`config.mk`:
```
export PLATFORM = sky130hd
export DESIGN_NAME = sha1_hash_engine_flat
export DESIGN_NICKNAME = d
export VERILOG_FILES = /design/src/hdl/sha1_pkg.sv /design/src/hdl/sha1_in_if.sv /design/src/hdl/sha1_out_if.sv /design/src/hdl/sha1_sched.sv /design/src/hdl/sha1_core.sv /design/src/hdl/sha1_hash_engine.sv /design/src/flat_wrapper.sv
export SDC_FILE = /design/constraint.sdc
export NUM_CORES = 2
export LEC_CHECK = 0
export BUFFER_PORTS_ARGS = -buffer_cell sky130_fd_sc_hd__buf_4
export CORE_UTILIZATION = 40
export CTS_BUF_LIST = sky130_fd_sc_hd__clkbuf_8
export CTS_CLUSTER_SIZE = 40
export DETAILED_ROUTE_END_ITERATION = 8
export GPL_TIMING_DRIVEN = 0
export MAX_ROUTING_LAYER = met4
export PLACE_DENSITY_LB_ADDON = 0.1
export SETUP_SLACK_MARGIN = 0.2
export SYNTH_ARGS = -nofsm -noshare
export SYNTH_HDL_FRONTEND = slang
export SYNTH_SLANG_ARGS = --single-unit
```
`constraint.sdc`:
```
create_clock -name clk_i -period 15.35 [get_ports clk_i]
set_clock_uncertainty 0.2 [all_clocks]
set_input_delay 3.07 -clock clk_i [delete_from_list [all_inputs] [get_ports clk_i]]
set_output_delay 3.07 -clock clk_i [all_outputs]
set_load 0.05 [all_outputs]
```
`src/hdl/sha1_pkg.sv`:
```
// sha1_pkg: shared widths, constants, codes and control structs of the sha-1 engine
// no dependencies; compiled first

package sha1_pkg;

  localparam int unsigned ByteW      = 8;
  localparam int unsigned WordW      = 32;
  localparam int unsigned LenW       = 64;
  localparam int unsigned NumWords   = 5;
  localparam int unsigned WinDepth   = 16;
  localparam int unsigned FillW      = 6;
  localparam int unsigned RoundW     = 7;

  // window taps for w[t-3], w[t-8], w[t-14], w[t-16] with w[0] the oldest word
  localparam int unsigned TapT3      = 13;
  localparam int unsigned TapT8      = 8;
  localparam int unsigned TapT14     = 2;
  localparam int unsigned TapT16     = 0;

  localparam logic [RoundW-1:0] MsgRounds   = 7'd16;
  localparam logic [RoundW-1:0] GroupEnd0   = 7'd20;
  localparam logic [RoundW-1:0] GroupEnd1   = 7'd40;
  localparam logic [RoundW-1:0] GroupEnd2   = 7'd60;
  localparam logic [RoundW-1:0] LastRound   = 7'd79;

  localparam logic [FillW-1:0]  LenPadPos   = 6'd56;
  localparam logic [ByteW-1:0]  PadByte     = 8'h80;
  localparam logic [LenW-1:0]   LenStep     = 64'd8;

  typedef logic [WordW-1:0] word_t;
  typedef logic [NumWords-1:0][WordW-1:0] chain_t;

  localparam chain_t ChainInit = {32'hc3d2e1f0, 32'h10325476, 32'h98badcfe,
                                  32'hefcdab89, 32'h67452301};

  typedef enum logic [1:0] {
    F_CH,
    F_PARITY_LO,
    F_MAJ,
    F_PARITY_HI
  } fsel_e;

  typedef enum logic [4:0] {
    ST_IDLE = 5'b00001,
    ST_PAD  = 5'b00010,
    ST_COMP = 5'b00100,
    ST_FOLD = 5'b01000,
    ST_OUT  = 5'b10000
  } state_e;

  typedef struct packed {
    logic             push_byte;
    logic [ByteW-1:0] msg_byte;
    logic             push_word;
    logic             step;
    logic             expand;
  } sched_ctl_t;

  typedef struct packed {
    logic  load;
    logic  step;
    fsel_e fsel;
    logic  fold;
    logic  init;
  } core_ctl_t;

  function automatic word_t round_k(fsel_e sel);
    word_t k;
    case (sel)
      F_CH:        k = 32'h5a827999;
      F_PARITY_LO: k = 32'h6ed9eba1;
      F_MAJ:       k = 32'h8f1bbcdc;
      F_PARITY_HI: k = 32'hca62c1d6;
      default:     k = 32'h5a827999;
    endcase
    return k;
  endfunction

endpackage

```
`src/hdl/sha1_in_if.sv`:
```
// sha1_in_if: byte channel into the engine (valid/ready plus byte, byte flag, last flag)
// depends on sha1_pkg

interface sha1_in_if;
  import sha1_pkg::*;
  logic             valid;
  logic             ready;
  logic [ByteW-1:0] data_byte;
  logic             byte_valid;
  logic             last;

  modport source (output valid, data_byte, byte_valid, last, input ready);
  modport sink   (input valid, data_byte, byte_valid, last, output ready);
endinterface

```
`src/hdl/sha1_out_if.sv`:
```
// sha1_out_if: digest channel out of the engine (valid/ready plus five digest words)
// depends on sha1_pkg

interface sha1_out_if;
  import sha1_pkg::*;
  logic             valid;
  logic             ready;
  logic [WordW-1:0] digest_word0;
  logic [WordW-1:0] digest_word1;
  logic [WordW-1:0] digest_word2;
  logic [WordW-1:0] digest_word3;
  logic [WordW-1:0] digest_word4;

  modport source (output valid, digest_word0, digest_word1, digest_word2, digest_word3,
                  digest_word4, input ready);
  modport sink   (input valid, digest_word0, digest_word1, digest_word2, digest_word3,
                  digest_word4, output ready);
endinterface

```
`src/hdl/sha1_sched.sv`:
```
// sha1_sched: byte-to-word packer and 16-word message schedule shift window
// depends on sha1_pkg

module sha1_sched (
  input  logic                clk_i,
  input  sha1_pkg::sched_ctl_t ctl_i,
  output sha1_pkg::word_t     w_o
);
  import sha1_pkg::*;

  logic [WordW-ByteW-1:0] acc_q;
  word_t                  win_q [WinDepth];
  word_t                  mix;
  word_t                  w_cur;

  assign mix   = win_q[TapT3] ^ win_q[TapT8] ^ win_q[TapT14] ^ win_q[TapT16];
  // first 16 rounds recirculate the loaded message words
  assign w_cur = ctl_i.expand ? {mix[WordW-2:0], mix[WordW-1]} : win_q[0];
  assign w_o   = w_cur;

  always_ff @(posedge clk_i) begin
    if (ctl_i.push_byte) begin
      acc_q <= {acc_q[WordW-2*ByteW-1:0], ctl_i.msg_byte};
    end
    if (ctl_i.push_word || ctl_i.step) begin
      for (int i = 0; i < WinDepth - 1; i++) begin
        win_q[i] <= win_q[i+1];
      end
      win_q[WinDepth-1] <= ctl_i.step ? w_cur : {acc_q, ctl_i.msg_byte};
    end
  end

endmodule

```
`src/hdl/sha1_core.sv`:
```
// sha1_core: working registers a..e with the shared round adder, and the chaining words
// depends on sha1_pkg

module sha1_core (
  input  logic                clk_i,
  input  logic                rst_ni,
  input  sha1_pkg::core_ctl_t ctl_i,
  input  sha1_pkg::word_t     w_i,
  output sha1_pkg::chain_t    chain_o
);
  import sha1_pkg::*;

  chain_t chain_q, chain_d;
  chain_t work_q;
  word_t  a, b, c, d, e;
  word_t  f;
  word_t  tmp;

  assign a = work_q[0];
  assign b = work_q[1];
  assign c = work_q[2];
  assign d = work_q[3];
  assign e = work_q[4];

  always_comb begin
    case (ctl_i.fsel)
      F_CH:        f = (b & c) | (~b & d);
      F_PARITY_LO: f = b ^ c ^ d;
      F_MAJ:       f = (b & c) | (b & d) | (c & d);
      F_PARITY_HI: f = b ^ c ^ d;
      default:     f = b ^ c ^ d;
    endcase
  end

  assign tmp = {a[WordW-6:0], a[WordW-1:WordW-5]} + f + e + round_k(ctl_i.fsel) + w_i;

  always_ff @(posedge clk_i) begin
    if (ctl_i.load) begin
      work_q <= chain_q;
    end else if (ctl_i.step) begin
      work_q[4] <= d;
      work_q[3] <= c;
      work_q[2] <= {b[1:0], b[WordW-1:2]};
      work_q[1] <= a;
      work_q[0] <= tmp;
    end
  end

  always_comb begin
    chain_d = chain_q;
    if (ctl_i.init) begin
      chain_d = ChainInit;
    end else if (ctl_i.fold) begin
      for (int i = 0; i < NumWords; i++) begin
        chain_d[i] = chain_q[i] + work_q[i];
      end
    end
  end

  always_ff @(posedge clk_i or negedge rst_ni) begin
    if (!rst_ni) begin
      chain_q <= ChainInit;
    end else begin
      chain_q <= chain_d;
    end
  end

  assign chain_o = chain_q;

endmodule

```
`src/hdl/sha1_hash_engine.sv`:
```
// sha1_hash_engine: top level, sequencer for byte intake, padding, rounds and digest output
// depends on sha1_pkg, sha1_in_if, sha1_out_if, sha1_sched, sha1_core

// SHA-1 engine taking one message byte per transaction. A data byte is taken while the
// engine is idle; every 64th byte starts a compression that runs one round per cycle
// through a single shared round adder, 80 rounds and then a fold into the chaining
// words, during which the input is not ready. A transaction with last set starts padding,
// which feeds the 0x80 byte, zeros and the 8 length bytes through the same byte path at
// one per cycle while no block is being compressed; an extra block is compressed when
// fewer than 9 bytes of the block are free, and the block completed by the closing byte
// is compressed before padding when that byte itself completes a block. The digest moves
// into an output register as soon as that register is free and waits there until taken;
// meanwhile the engine restarts with the initial hash values and takes the next message,
// but a digest still waiting holds the next one back with the input not ready.

module sha1_hash_engine (
  input  logic  clk_i,
  input  logic  rst_ni,
  sha1_in_if.sink    in_i,
  sha1_out_if.source out_o
);
  import sha1_pkg::*;

  state_e            state_q, state_d;
  logic [FillW-1:0]  fill_q, fill_d;
  logic [LenW-1:0]   len_q, len_d;
  logic [RoundW-1:0] round_q, round_d;
  logic              pad_q, pad_d;
  logic              pad_first_q, pad_first_d;
  logic              len_mode_q, len_mode_d;
  logic              final_q, final_d;
  logic              out_valid_q, out_valid_d;
  chain_t            digest_q;

  logic              in_accept;
  logic              out_free;
  logic              pad_len;
  logic [ByteW-1:0]  pad_byte;
  logic              push_byte;
  logic              wrap;
  fsel_e             fsel;
  sched_ctl_t        sched_ctl;
  core_ctl_t         core_ctl;
  word_t             w;
  chain_t            chain;

  assign in_i.ready = (state_q == ST_IDLE);
  assign in_accept  = in_i.valid && in_i.ready;
  assign out_free   = !out_valid_q || out_o.ready;

  // length bytes start once the zero fill reaches byte 56 of the final block
  assign pad_len   = len_mode_q || ((fill_q == LenPadPos) && !pad_first_q);
  assign pad_byte  = pad_first_q ? PadByte : (pad_len ? len_q[LenW-1:LenW-ByteW] : '0);
  assign push_byte = (in_accept && in_i.byte_valid) || (state_q == ST_PAD);
  assign wrap      = push_byte && (&fill_q);

  always_comb begin
    if (round_q < GroupEnd0) begin
      fsel = F_CH;
    end else if (round_q < GroupEnd1) begin
      fsel = F_PARITY_LO;
    end else if (round_q < GroupEnd2) begin
      fsel = F_MAJ;
    end else begin
      fsel = F_PARITY_HI;
    end
  end

  always_comb begin
    sched_ctl.push_byte = push_byte;
    sched_ctl.msg_byte  = (state_q == ST_PAD) ? pad_byte : in_i.data_byte;
    sched_ctl.push_word = push_byte && (&fill_q[1:0]);
    sched_ctl.step      = (state_q == ST_COMP);
    sched_ctl.expand    = (round_q >= MsgRounds);
    core_ctl.load       = wrap;
    core_ctl.step       = (state_q == ST_COMP);
    core_ctl.fsel       = fsel;
    core_ctl.fold       = (state_q == ST_FOLD);
    core_ctl.init       = (state_q == ST_OUT) && out_free;
  end

  sha1_sched u_sched (
    .clk_i (clk_i),
    .ctl_i (sched_ctl),
    .w_o   (w)
  );

  sha1_core u_core (
    .clk_i   (clk_i),
    .rst_ni  (rst_ni),
    .ctl_i   (core_ctl),
    .w_i     (w),
    .chain_o (chain)
  );

  always_comb begin
    state_d     = state_q;
    fill_d      = fill_q;
    len_d       = len_q;
    round_d     = round_q;
    pad_d       = pad_q;
    pad_first_d = pad_first_q;
    len_mode_d  = len_mode_q;
    final_d     = final_q;
    out_valid_d = out_valid_q;
    if (out_valid_q && out_o.ready) begin
      out_valid_d = 1'b0;
    end
    case (state_q)
      ST_IDLE: begin
        if (in_accept) begin
          if (in_i.byte_valid) begin
            len_d  = len_q + LenStep;
            fill_d = fill_q + 1'b1;
          end
          if (in_i.last) begin
            pad_d       = 1'b1;
            pad_first_d = 1'b1;
          end
          if (wrap) begin
            state_d = ST_COMP;
          end else if (in_i.last) begin
            state_d = ST_PAD;
          end
        end
      end
      ST_PAD: begin
        fill_d      = fill_q + 1'b1;
        pad_first_d = 1'b0;
        if (pad_len) begin
          len_mode_d = 1'b1;
          len_d      = {len_q[LenW-ByteW-1:0], {ByteW{1'b0}}};
        end
        if (wrap) begin
          final_d = pad_len;
          state_d = ST_COMP;
        end
      end
      ST_COMP: begin
        if (round_q == LastRound) begin
          round_d = '0;
          state_d = ST_FOLD;
        end else begin
          round_d = round_q + 1'b1;
        end
      end
      ST_FOLD: begin
        if (final_q) begin
          state_d = ST_OUT;
        end else if (pad_q) begin
          state_d = ST_PAD;
        end else begin
          state_d = ST_IDLE;
        end
      end
      ST_OUT: begin
        if (out_free) begin
          out_valid_d = 1'b1;
          len_d       = '0;
          pad_d       = 1'b0;
          len_mode_d  = 1'b0;
          final_d     = 1'b0;
          state_d     = ST_IDLE;
        end
      end
      default: begin
        state_d = ST_IDLE;
      end
    endcase
  end

  always_ff @(posedge clk_i or negedge rst_ni) begin
    if (!rst_ni) begin
      state_q     <= ST_IDLE;
      fill_q      <= '0;
      len_q       <= '0;
      round_q     <= '0;
      pad_q       <= 1'b0;
      pad_first_q <= 1'b0;
      len_mode_q  <= 1'b0;
      final_q     <= 1'b0;
      out_valid_q <= 1'b0;
    end else begin
      state_q     <= state_d;
      fill_q      <= fill_d;
      len_q       <= len_d;
      round_q     <= round_d;
      pad_q       <= pad_d;
      pad_first_q <= pad_first_d;
      len_mode_q  <= len_mode_d;
      final_q     <= final_d;
      out_valid_q <= out_valid_d;
    end
  end

  always_ff @(posedge clk_i) begin
    if ((state_q == ST_OUT) && out_free) begin
      digest_q <= chain;
    end
  end

  assign out_o.valid        = out_valid_q;
  assign out_o.digest_word0 = digest_q[0];
  assign out_o.digest_word1 = digest_q[1];
  assign out_o.digest_word2 = digest_q[2];
  assign out_o.digest_word3 = digest_q[3];
  assign out_o.digest_word4 = digest_q[4];

endmodule

```
`src/flat_wrapper.sv`:
```
// flat-port wrapper written by rule: the top's interface ports become plain ports
module sha1_hash_engine_flat import sha1_pkg::*;
  (clk_i, rst_ni, in_i_valid, in_i_data_byte, in_i_byte_valid, in_i_last, in_i_ready, out_o_valid, out_o_digest_word0, out_o_digest_word1, out_o_digest_word2, out_o_digest_word3, out_o_digest_word4, out_o_ready);
  sha1_in_if in_i_i ();
  sha1_out_if out_o_i ();
  input  logic clk_i;
  input  logic rst_ni;
  input wire logic [$bits(in_i_i.valid)-1:0] in_i_valid;
  input wire logic [$bits(in_i_i.data_byte)-1:0] in_i_data_byte;
  input wire logic [$bits(in_i_i.byte_valid)-1:0] in_i_byte_valid;
  input wire logic [$bits(in_i_i.last)-1:0] in_i_last;
  output wire logic [$bits(in_i_i.ready)-1:0] in_i_ready;
  output wire logic [$bits(out_o_i.valid)-1:0] out_o_valid;
  output wire logic [$bits(out_o_i.digest_word0)-1:0] out_o_digest_word0;
  output wire logic [$bits(out_o_i.digest_word1)-1:0] out_o_digest_word1;
  output wire logic [$bits(out_o_i.digest_word2)-1:0] out_o_digest_word2;
  output wire logic [$bits(out_o_i.digest_word3)-1:0] out_o_digest_word3;
  output wire logic [$bits(out_o_i.digest_word4)-1:0] out_o_digest_word4;
  input wire logic [$bits(out_o_i.ready)-1:0] out_o_ready;
  assign in_i_i.valid = in_i_valid;
  assign in_i_i.data_byte = in_i_data_byte;
  assign in_i_i.byte_valid = in_i_byte_valid;
  assign in_i_i.last = in_i_last;
  assign in_i_ready = in_i_i.ready;
  assign out_o_valid = out_o_i.valid;
  assign out_o_digest_word0 = out_o_i.digest_word0;
  assign out_o_digest_word1 = out_o_i.digest_word1;
  assign out_o_digest_word2 = out_o_i.digest_word2;
  assign out_o_digest_word3 = out_o_i.digest_word3;
  assign out_o_digest_word4 = out_o_i.digest_word4;
  assign out_o_i.ready = out_o_ready;
  sha1_hash_engine u_core (.clk_i(clk_i), .rst_ni(rst_ni), .in_i(in_i_i), .out_o(out_o_i));
endmodule
```
==> Yosys cells after proc, flatten, opt, wreduce, memory -nomap -nowiden <==
Memory sizes are Yosys's and may differ from the RTL's.
Index checks and enable logic that the tools add are counted.
{ "totals": {"regBits": 591, "mem_bits_rw": 512, "out_inout_bits": 162, "word_cells": 149, "mem_count": 1} }
{ "op_classes": {"addsub": 12, "n_lt_le_gt_ge": 4, "eq_ne": 18, "n_mux": 46, "bitwise": 13, "reduce_logical": 30} }
{ "mem_list": {"columns": ["memory", "words", "word_bits", "read_ports", "rd_clocked_by_memory_dff", "write_ports", "line", "rtl"], "rows": [
  ["u_core.u_sched.win_q", 16, 32, 16, 0, 16, "sha1_sched.sv:12", "word_t win_q [WinDepth];"]
]} }
{ "op_table": {"columns": ["op", "count"], "rows": [
  ["two-way mux 160 bit", 4],
  ["adder 32 bit", 9],
  ["two-way mux 64 bit", 4],
  ["case mux 64 bit (3 select lines)", 1],
  ["bitwise XOR 32 bit", 5],
  ["bitwise AND 32 bit", 4],
  ["case mux 32 bit (4 select lines)", 1],
  ["OR 32 bit", 3],
  ["case mux 32 bit (3 select lines)", 1],
  ["adder 64 x 4 -> 64 bit (second input constant)", 1],
  ["two-way mux 32 bit", 2],
  ["two-way mux 5 bit", 7],
  ["inverter 32 bit", 1],
  ["case mux 5 bit (5 select lines)", 1],
  ["two-way mux 8 bit", 3],
  ["less-than comparator 7 x 6 -> 1 bit (second input constant)", 2],
  ["two-way mux 6 bit", 2],
  ["case mux 6 bit (2 select lines)", 1],
  ["AND reduction 3 bit", 4],
  ["two-way mux 1 bit", 11],
  ["AND reduction 5 bit", 2],
  ["nonzero test 2 bit", 5],
  ["!= test 2 x 1 -> 1 bit (second input constant)", 4],
  ["case mux 1 bit (2 select lines)", 4],
  ["26 further kinds", 41]
]} }

==> Logic depth before layout (Yosys ltp) <==
{ "logic_depth": {"ltp_word": 13, "ltp_mapped": 30, "depth_no_buf": 24} }

==> By module <==
From an unflattened synthesis, not the netlist that was laid out.
{ "hier_totals": {"hier_cells": 4273, "area_unflattened_um2": 54225.8} }
{ "by_module_without_submodules": {"columns": ["module", "instances", "cells_per_inst", "area_per_inst_um2", "seq_area_each_um2"], "rows": [
  ["sha1_core", 1, 2640, 25973.7, 8908.5],
  ["sha1_sched", 1, 811, 18023.5, 16095.4],
  ["sha1_hash_engine", 1, 822, 10228.6, 6907.9]
]} }

==> Least setup slack after synthesis <==
OpenSTA, ideal clock, no wires.
{ "synth_path": {"path_kind": "input port to flip-flop", "startpoint": "input port in_i_byte_valid", "endpoint": "memory u_core.u_sched.win_q[0][0] in the netlist's numbering (enable)", "arrival_ps": 15508, "slack_ps": -1259, "path_stages": 4, "n_path_buf": 0, "cell_sequence": "nand2_1 -> o21ai_1 -> nand2_1 -> nand2_1"} }
{ "synth_rtl": {"columns": ["element", "line", "rtl"], "rows": [
  ["start: declaration", "flat_wrapper.sv:10", "input wire logic [$bits(in_i_i.byte_valid)-1:0] in_i_byte_valid;"],
  ["end: declaration", "sha1_sched.sv:12", null]
]} }

==> Final worst setup path <==
{ "layout_path": {"startpoint": "register u_core.round_q[5]", "endpoint": "register u_core.u_core.work_q (netlist bit u_core.u_core.a[30]) (data pin)"} }
{ "layout_between": {"elab_chain_len": 13, "elab_cells_between_ends": 21, "cone_classes": "4 x add/sub; 4 x order compare; 3 x eq/ne; 8 x mux; 2 x reduce/logical"} }
{ "layout_lines": {"columns": ["element", "line", "rtl"], "rows": [
  ["start: declaration", "sha1_hash_engine.sv:27", "logic [RoundW-1:0] round_q, round_d;"],
  ["start signal: assignment", "sha1_hash_engine.sv:187", "round_q <= round_d;"],
  ["less-than comparator 7 x 6 -> 1 bit", "sha1_hash_engine.sv:62", "end else if (round_q < GroupEnd2) begin"],
  ["two-way mux 1 bit", "sha1_hash_engine.sv:62", null],
  ["two-way mux 2 bit", "sha1_hash_engine.sv:60", "end else if (round_q < GroupEnd1) begin"],
  ["two-way mux 2 bit", "sha1_hash_engine.sv:58", "if (round_q < GroupEnd0) begin"],
  ["== test 2 bit / == test 2 x 1 -> 1 bit (equally long branches)", "sha1_pkg.sv:69, sha1_core.sv:26", null],
  ["OR reduction 2 bit (no line)", null, null],
  ["case mux 32 bit (3 select lines)", "sha1_core.sv:26", "case (ctl_i.fsel)"],
  ["adder 32 bit (3 in a row)", "sha1_core.sv:35", "assign tmp = {a[WordW-6:0], a[WordW-1:WordW-5]} + f + e + round_k(ctl_i.fsel) + w_i;"],
  ["adder 32 bit *", "sha1_core.sv:35", null],
  ["two-way mux 160 bit *", "sha1_core.sv:40", "end else if (ctl_i.step) begin"],
  ["two-way mux 160 bit *", "sha1_core.sv:38", "if (ctl_i.load) begin"],
  ["end signal: assignment", "sha1_core.sv:39", "work_q <= chain_q;"],
  ["end: declaration", "sha1_core.sv:14", "chain_t work_q;"]
]} }
Every way passes the cells marked *; elsewhere a longest branch is shown, timed or not. The select of a mux whose other input is x is not followed.
A chain may end at the register's enable or synchronous reset.

==> run metrics <==
max cap viols=0; TNS Setup=0 ns; Worst-path clk slew=approximately 0.060 ns; Ports=roughly 180; first-pass GRT wire length=between 200 and 250 mm; Post-DP HPWL=roughly 120 mm; final net count=~5k; period utilisation layout=0.647; core area=between 0.1 and 0.15 mm²; Post-Syn Instances=around 4.3k; Worst Setup End Kind=flip-flop; gr ovfl total=0; Initial Util=0.404; Port Buf Inserts=175; Post-route DRC=0; R2R Path End=u_core.u_core.a[30]$_DFFE_PP_; Worst Hold Path EP=u_core.u_sched.win_q[0][154]$_DFFE_PP_; Initial DRT Pass Iterations=6; Final Cell Area=about 0.06 mm²; number of setup buffers added after CTS=0; peak supply drop=~0.082 mV; reg-to-reg setup timing slack=between 5 and 6 ns; Slew @ Worst Pin=~1.4 ns; final total power=0.00728 W; Final Max Slew Viols=0; routability cong.=between 0.9 and 1; initial drt markers=between 3k and 4k; Primary FF master, synth=edfxtp_1; Die X=between 300 and 400 µm; vias in the first global route=between 30k and 40k; Filler cells=between 10k and 15k; clk buf depth=3; Final Hold Viols=0; WHS=roughly 0.19 ns; Synth-to-Final Area Change=14.7%; clk sink count=between 1k and 1.5k; Critical Path RT=15.76 ns; status=completed; f_max=around 100 MHz; endpoints failing setup=0; Synth cell types=just under 80; Leak=22.7 nW; Core Rows=around 130; initial antenna violation count=9; area of the multi-input gates=between 0.015 and 0.02 mm²; Via density=around 5.4; DRT antenna net count=0; worst hold stages=0; CP Max Fanout=13; clk_lat worst skew=0.90 ns; overall routed net length=~160 mm; layout cell share with drive strength beyond 1=0.117; Post-Syn Area=approximately 0.052 mm²; Worst Reg2Reg Path Length in Cells=27; ys async rst share=0.222; Reg area=about 0.032 mm²; total track usage=0.250; Cell Area, Placed=roughly 0.056 mm²; sequential share of the synthesized area=0.611; max reg flops=between 500 and 600; Post-synth EDFFs=856; flops & latches, synth=roughly 1.1k; DIE AREA=0.132 mm²; CTS H-tree depth=4; Worst EP arrival=about 10 ns; Post-Syn Nets=~4.6k; CP Launch Type=flip-flop; quantity of gates resized following cts=0; wire per inst=about 24 µm; die height=~360 µm; most flop-heavy register=u_core.u_sched.win_q; minimum clock period=9.93 ns; HP Start=u_core.u_sched.win_q[0][186]$_DFFE_PP_; syn avg cell area=~12 µm²; RSZ-0062 raised after global routing=false; vias after detailed routing=35.3k; CP Class=reg2reg; worst r2r src=u_core.round_q[5]$_DFFE_PN0P_; relative slew slack=0.0357; TritonCTS clock tree=built; PwrDens=~120 mW/mm²; CTS buffer count=between 150 and 200; worst hold path class=reg2reg; Yosys warnings=0; Post-CTS Hold Fix Bufs=0; largest net degree at the start of global routing=117; Root Driver=clkbuf_8
## power breakdown
| part | leakage, nW | switching [W] | internal (W) |
|---|---|---|---|
| combinational | 10.6 | 0.000597 | 0.000301 |
| clock | 2.18 | 0.00127 | 0.00136 |
| sequential | 9.99 | 0.000189 | 0.00355 |
| total | 22.7 | 0.00206 | 0.00522 |
## logic make-up after synthesis
group | Yosys count | share of synthesized area
AO/OA/AOI/OAI | 999 | 0.115
buffers and inverters | 337 | 0.0242
multiplexers | 35 | 0.00687
adder cells (fa/ha/maj) | 328 | 0.0965
flip-flops | 1100 | 0.611
AND/OR/NAND/NOR | 1212 | 0.102
XOR/XNOR | 267 | 0.0448
## routing by layer
layer | track usage | wire length (µm) | share of wire
met1 | 0.348 | 73100 | 0.46
met2 | 0.378 | 73400 | 0.46
met3 | 0.0365 | 8620 | 0.054
met4 | 0.0729 | 4260 | 0.027
met5 | - | 0 | 0
## how the worst max path moves through the flow
| stage | from | to | slack, ns | cells after the start |
|---|---|---|---|---|
| global route | u_core.round_q[5]$_DFFE_PN0P_ | u_core.u_core.a[30]$_DFFE_PP_ | 4.84 | 27 |
| global placement | in_i_byte_valid | u_core.u_sched.win_q[0][75]$_DFFE_PP_ | 0.25 | 5 |
| finish | u_core.round_q[5]$_DFFE_PN0P_ | u_core.u_core.a[30]$_DFFE_PP_ | 5.42 | 27 |
| detailed placement | u_core.round_q[5]$_DFFE_PN0P_ | u_core.u_core.a[30]$_DFFE_PP_ | 5.48 | 27 |
| CTS | u_core.round_q[5]$_DFFE_PN0P_ | u_core.u_core.a[30]$_DFFE_PP_ | 5.45 | 27 |
| floorplan | in_i_byte_valid | u_core.u_sched.win_q[0][0]$_DFFE_PP_ | 3.64 | 4 |
## placed cells by master, fill, tap and decap left out, drive strengths merged, types with 12 or more instances in the layout
cell type / count
nand2: 663
xor2: 82
o21a: 17
xnor2: 185
a31oi: 34
nor4: 15
nor2b: 27
clkinv: 50
a21o: 99
nand2b: 37
o21bai: 26
clkbuf: 353
o21ai: 351
dfrtp: 163
o22ai: 12
nor3: 88
mux2i: 28
nor2: 183
a221oi: 29
edfxtp: 856
o31ai: 22
nand4: 28
fa: 125
a22oi: 15
buf: 198
and3: 31
a21oi: 302
inv: 268
dfstp: 81
ha: 202
nand3: 78
## Yosys cell counts (all sizes together) (6+ instances only)
cell type  number  area share
inv           187       0.013
a21o           99       0.014
nand3          78      0.0075
or2             9      0.0011
a22o            8      0.0013
a21oi         302       0.029
and3           31      0.0037
o21a           17      0.0024
buf             6     0.00045
mux2i          28      0.0054
nand2b         37      0.0044
a31oi          34      0.0041
edfxtp        856        0.49
nor3b          10      0.0014
nand2         663       0.048
nor2          183       0.013
nand4          28      0.0034
ha            202       0.048
xnor2         185       0.031
nand3b          7      0.0010
o31ai          22      0.0034
o211ai          7      0.0010
mux2            7      0.0015
and4            7      0.0012
clkbuf        144       0.010
o21ai         351       0.034
nor2b          27      0.0032
fa            125       0.048
a221o          10      0.0019
dfrtp         163       0.078
a311oi          7      0.0012
a22oi          15      0.0022
o21bai         26      0.0037
dfstp          81       0.041
nor3           88      0.0085
or3            10      0.0012
a221oi         29      0.0049
o22ai          12      0.0014
nor4           15      0.0018
xor2           82       0.014
## worst max-delay path, stage by stage, from the launching register on
cell and delay (ns):
dfrtp_1 0.32, clkbuf_1 0.27, inv_1 0.15, maj3_1 0.39, a221o_1 0.36, clkbuf_1 0.39, clkbuf_1 0.54, inv_1 0.33
ha_1 0.62, clkbuf_1 0.62, inv_1 0.48, o21ai_0 0.62, fa_1 0.52, inv_1 0.09, fa_1 0.39, ha_1 0.24
a21o_1 0.18, a21oi_1 0.21, o21bai_1 0.13, a2111oi_1 0.45, nor4_1 0.18, o31ai_1 0.57, o31ai_1 0.24, a41oi_1 0.44
o21ai_0 0.18, a21oi_1 0.19, xor2_1 0.24, o21ai_0 0.11
## area by class of cell
| class | instances | share of cell area |
|---|---|---|
| diodes | 5 | 0.000209 |
| plain buffers | 150 | 0.00952 |
| clock buffers | 209 | 0.0480 |
| clock inverters | 140 | 0.0142 |
| inverters | 187 | 0.0117 |
| multi-input cells | 2841 | 0.319 |
| flip-flops and latches | 1100 | 0.532 |
| well taps | 1742 | 0.0364 |
| repair buffers | 192 | 0.0285 |
## metrics by stage
stage	worst slack [ns]	util	std cells
3_5_place_dp	5.48	0.434	6212
6_report	5.42	0.463	6566
3_3_place_gp	0.248	0.431	6195
5_1_grt	4.84	0.463	6563
4_1_cts	5.45	0.463	6561
2_1_floorplan	3.64	-	4278
(Power assumes the default switching activity.)
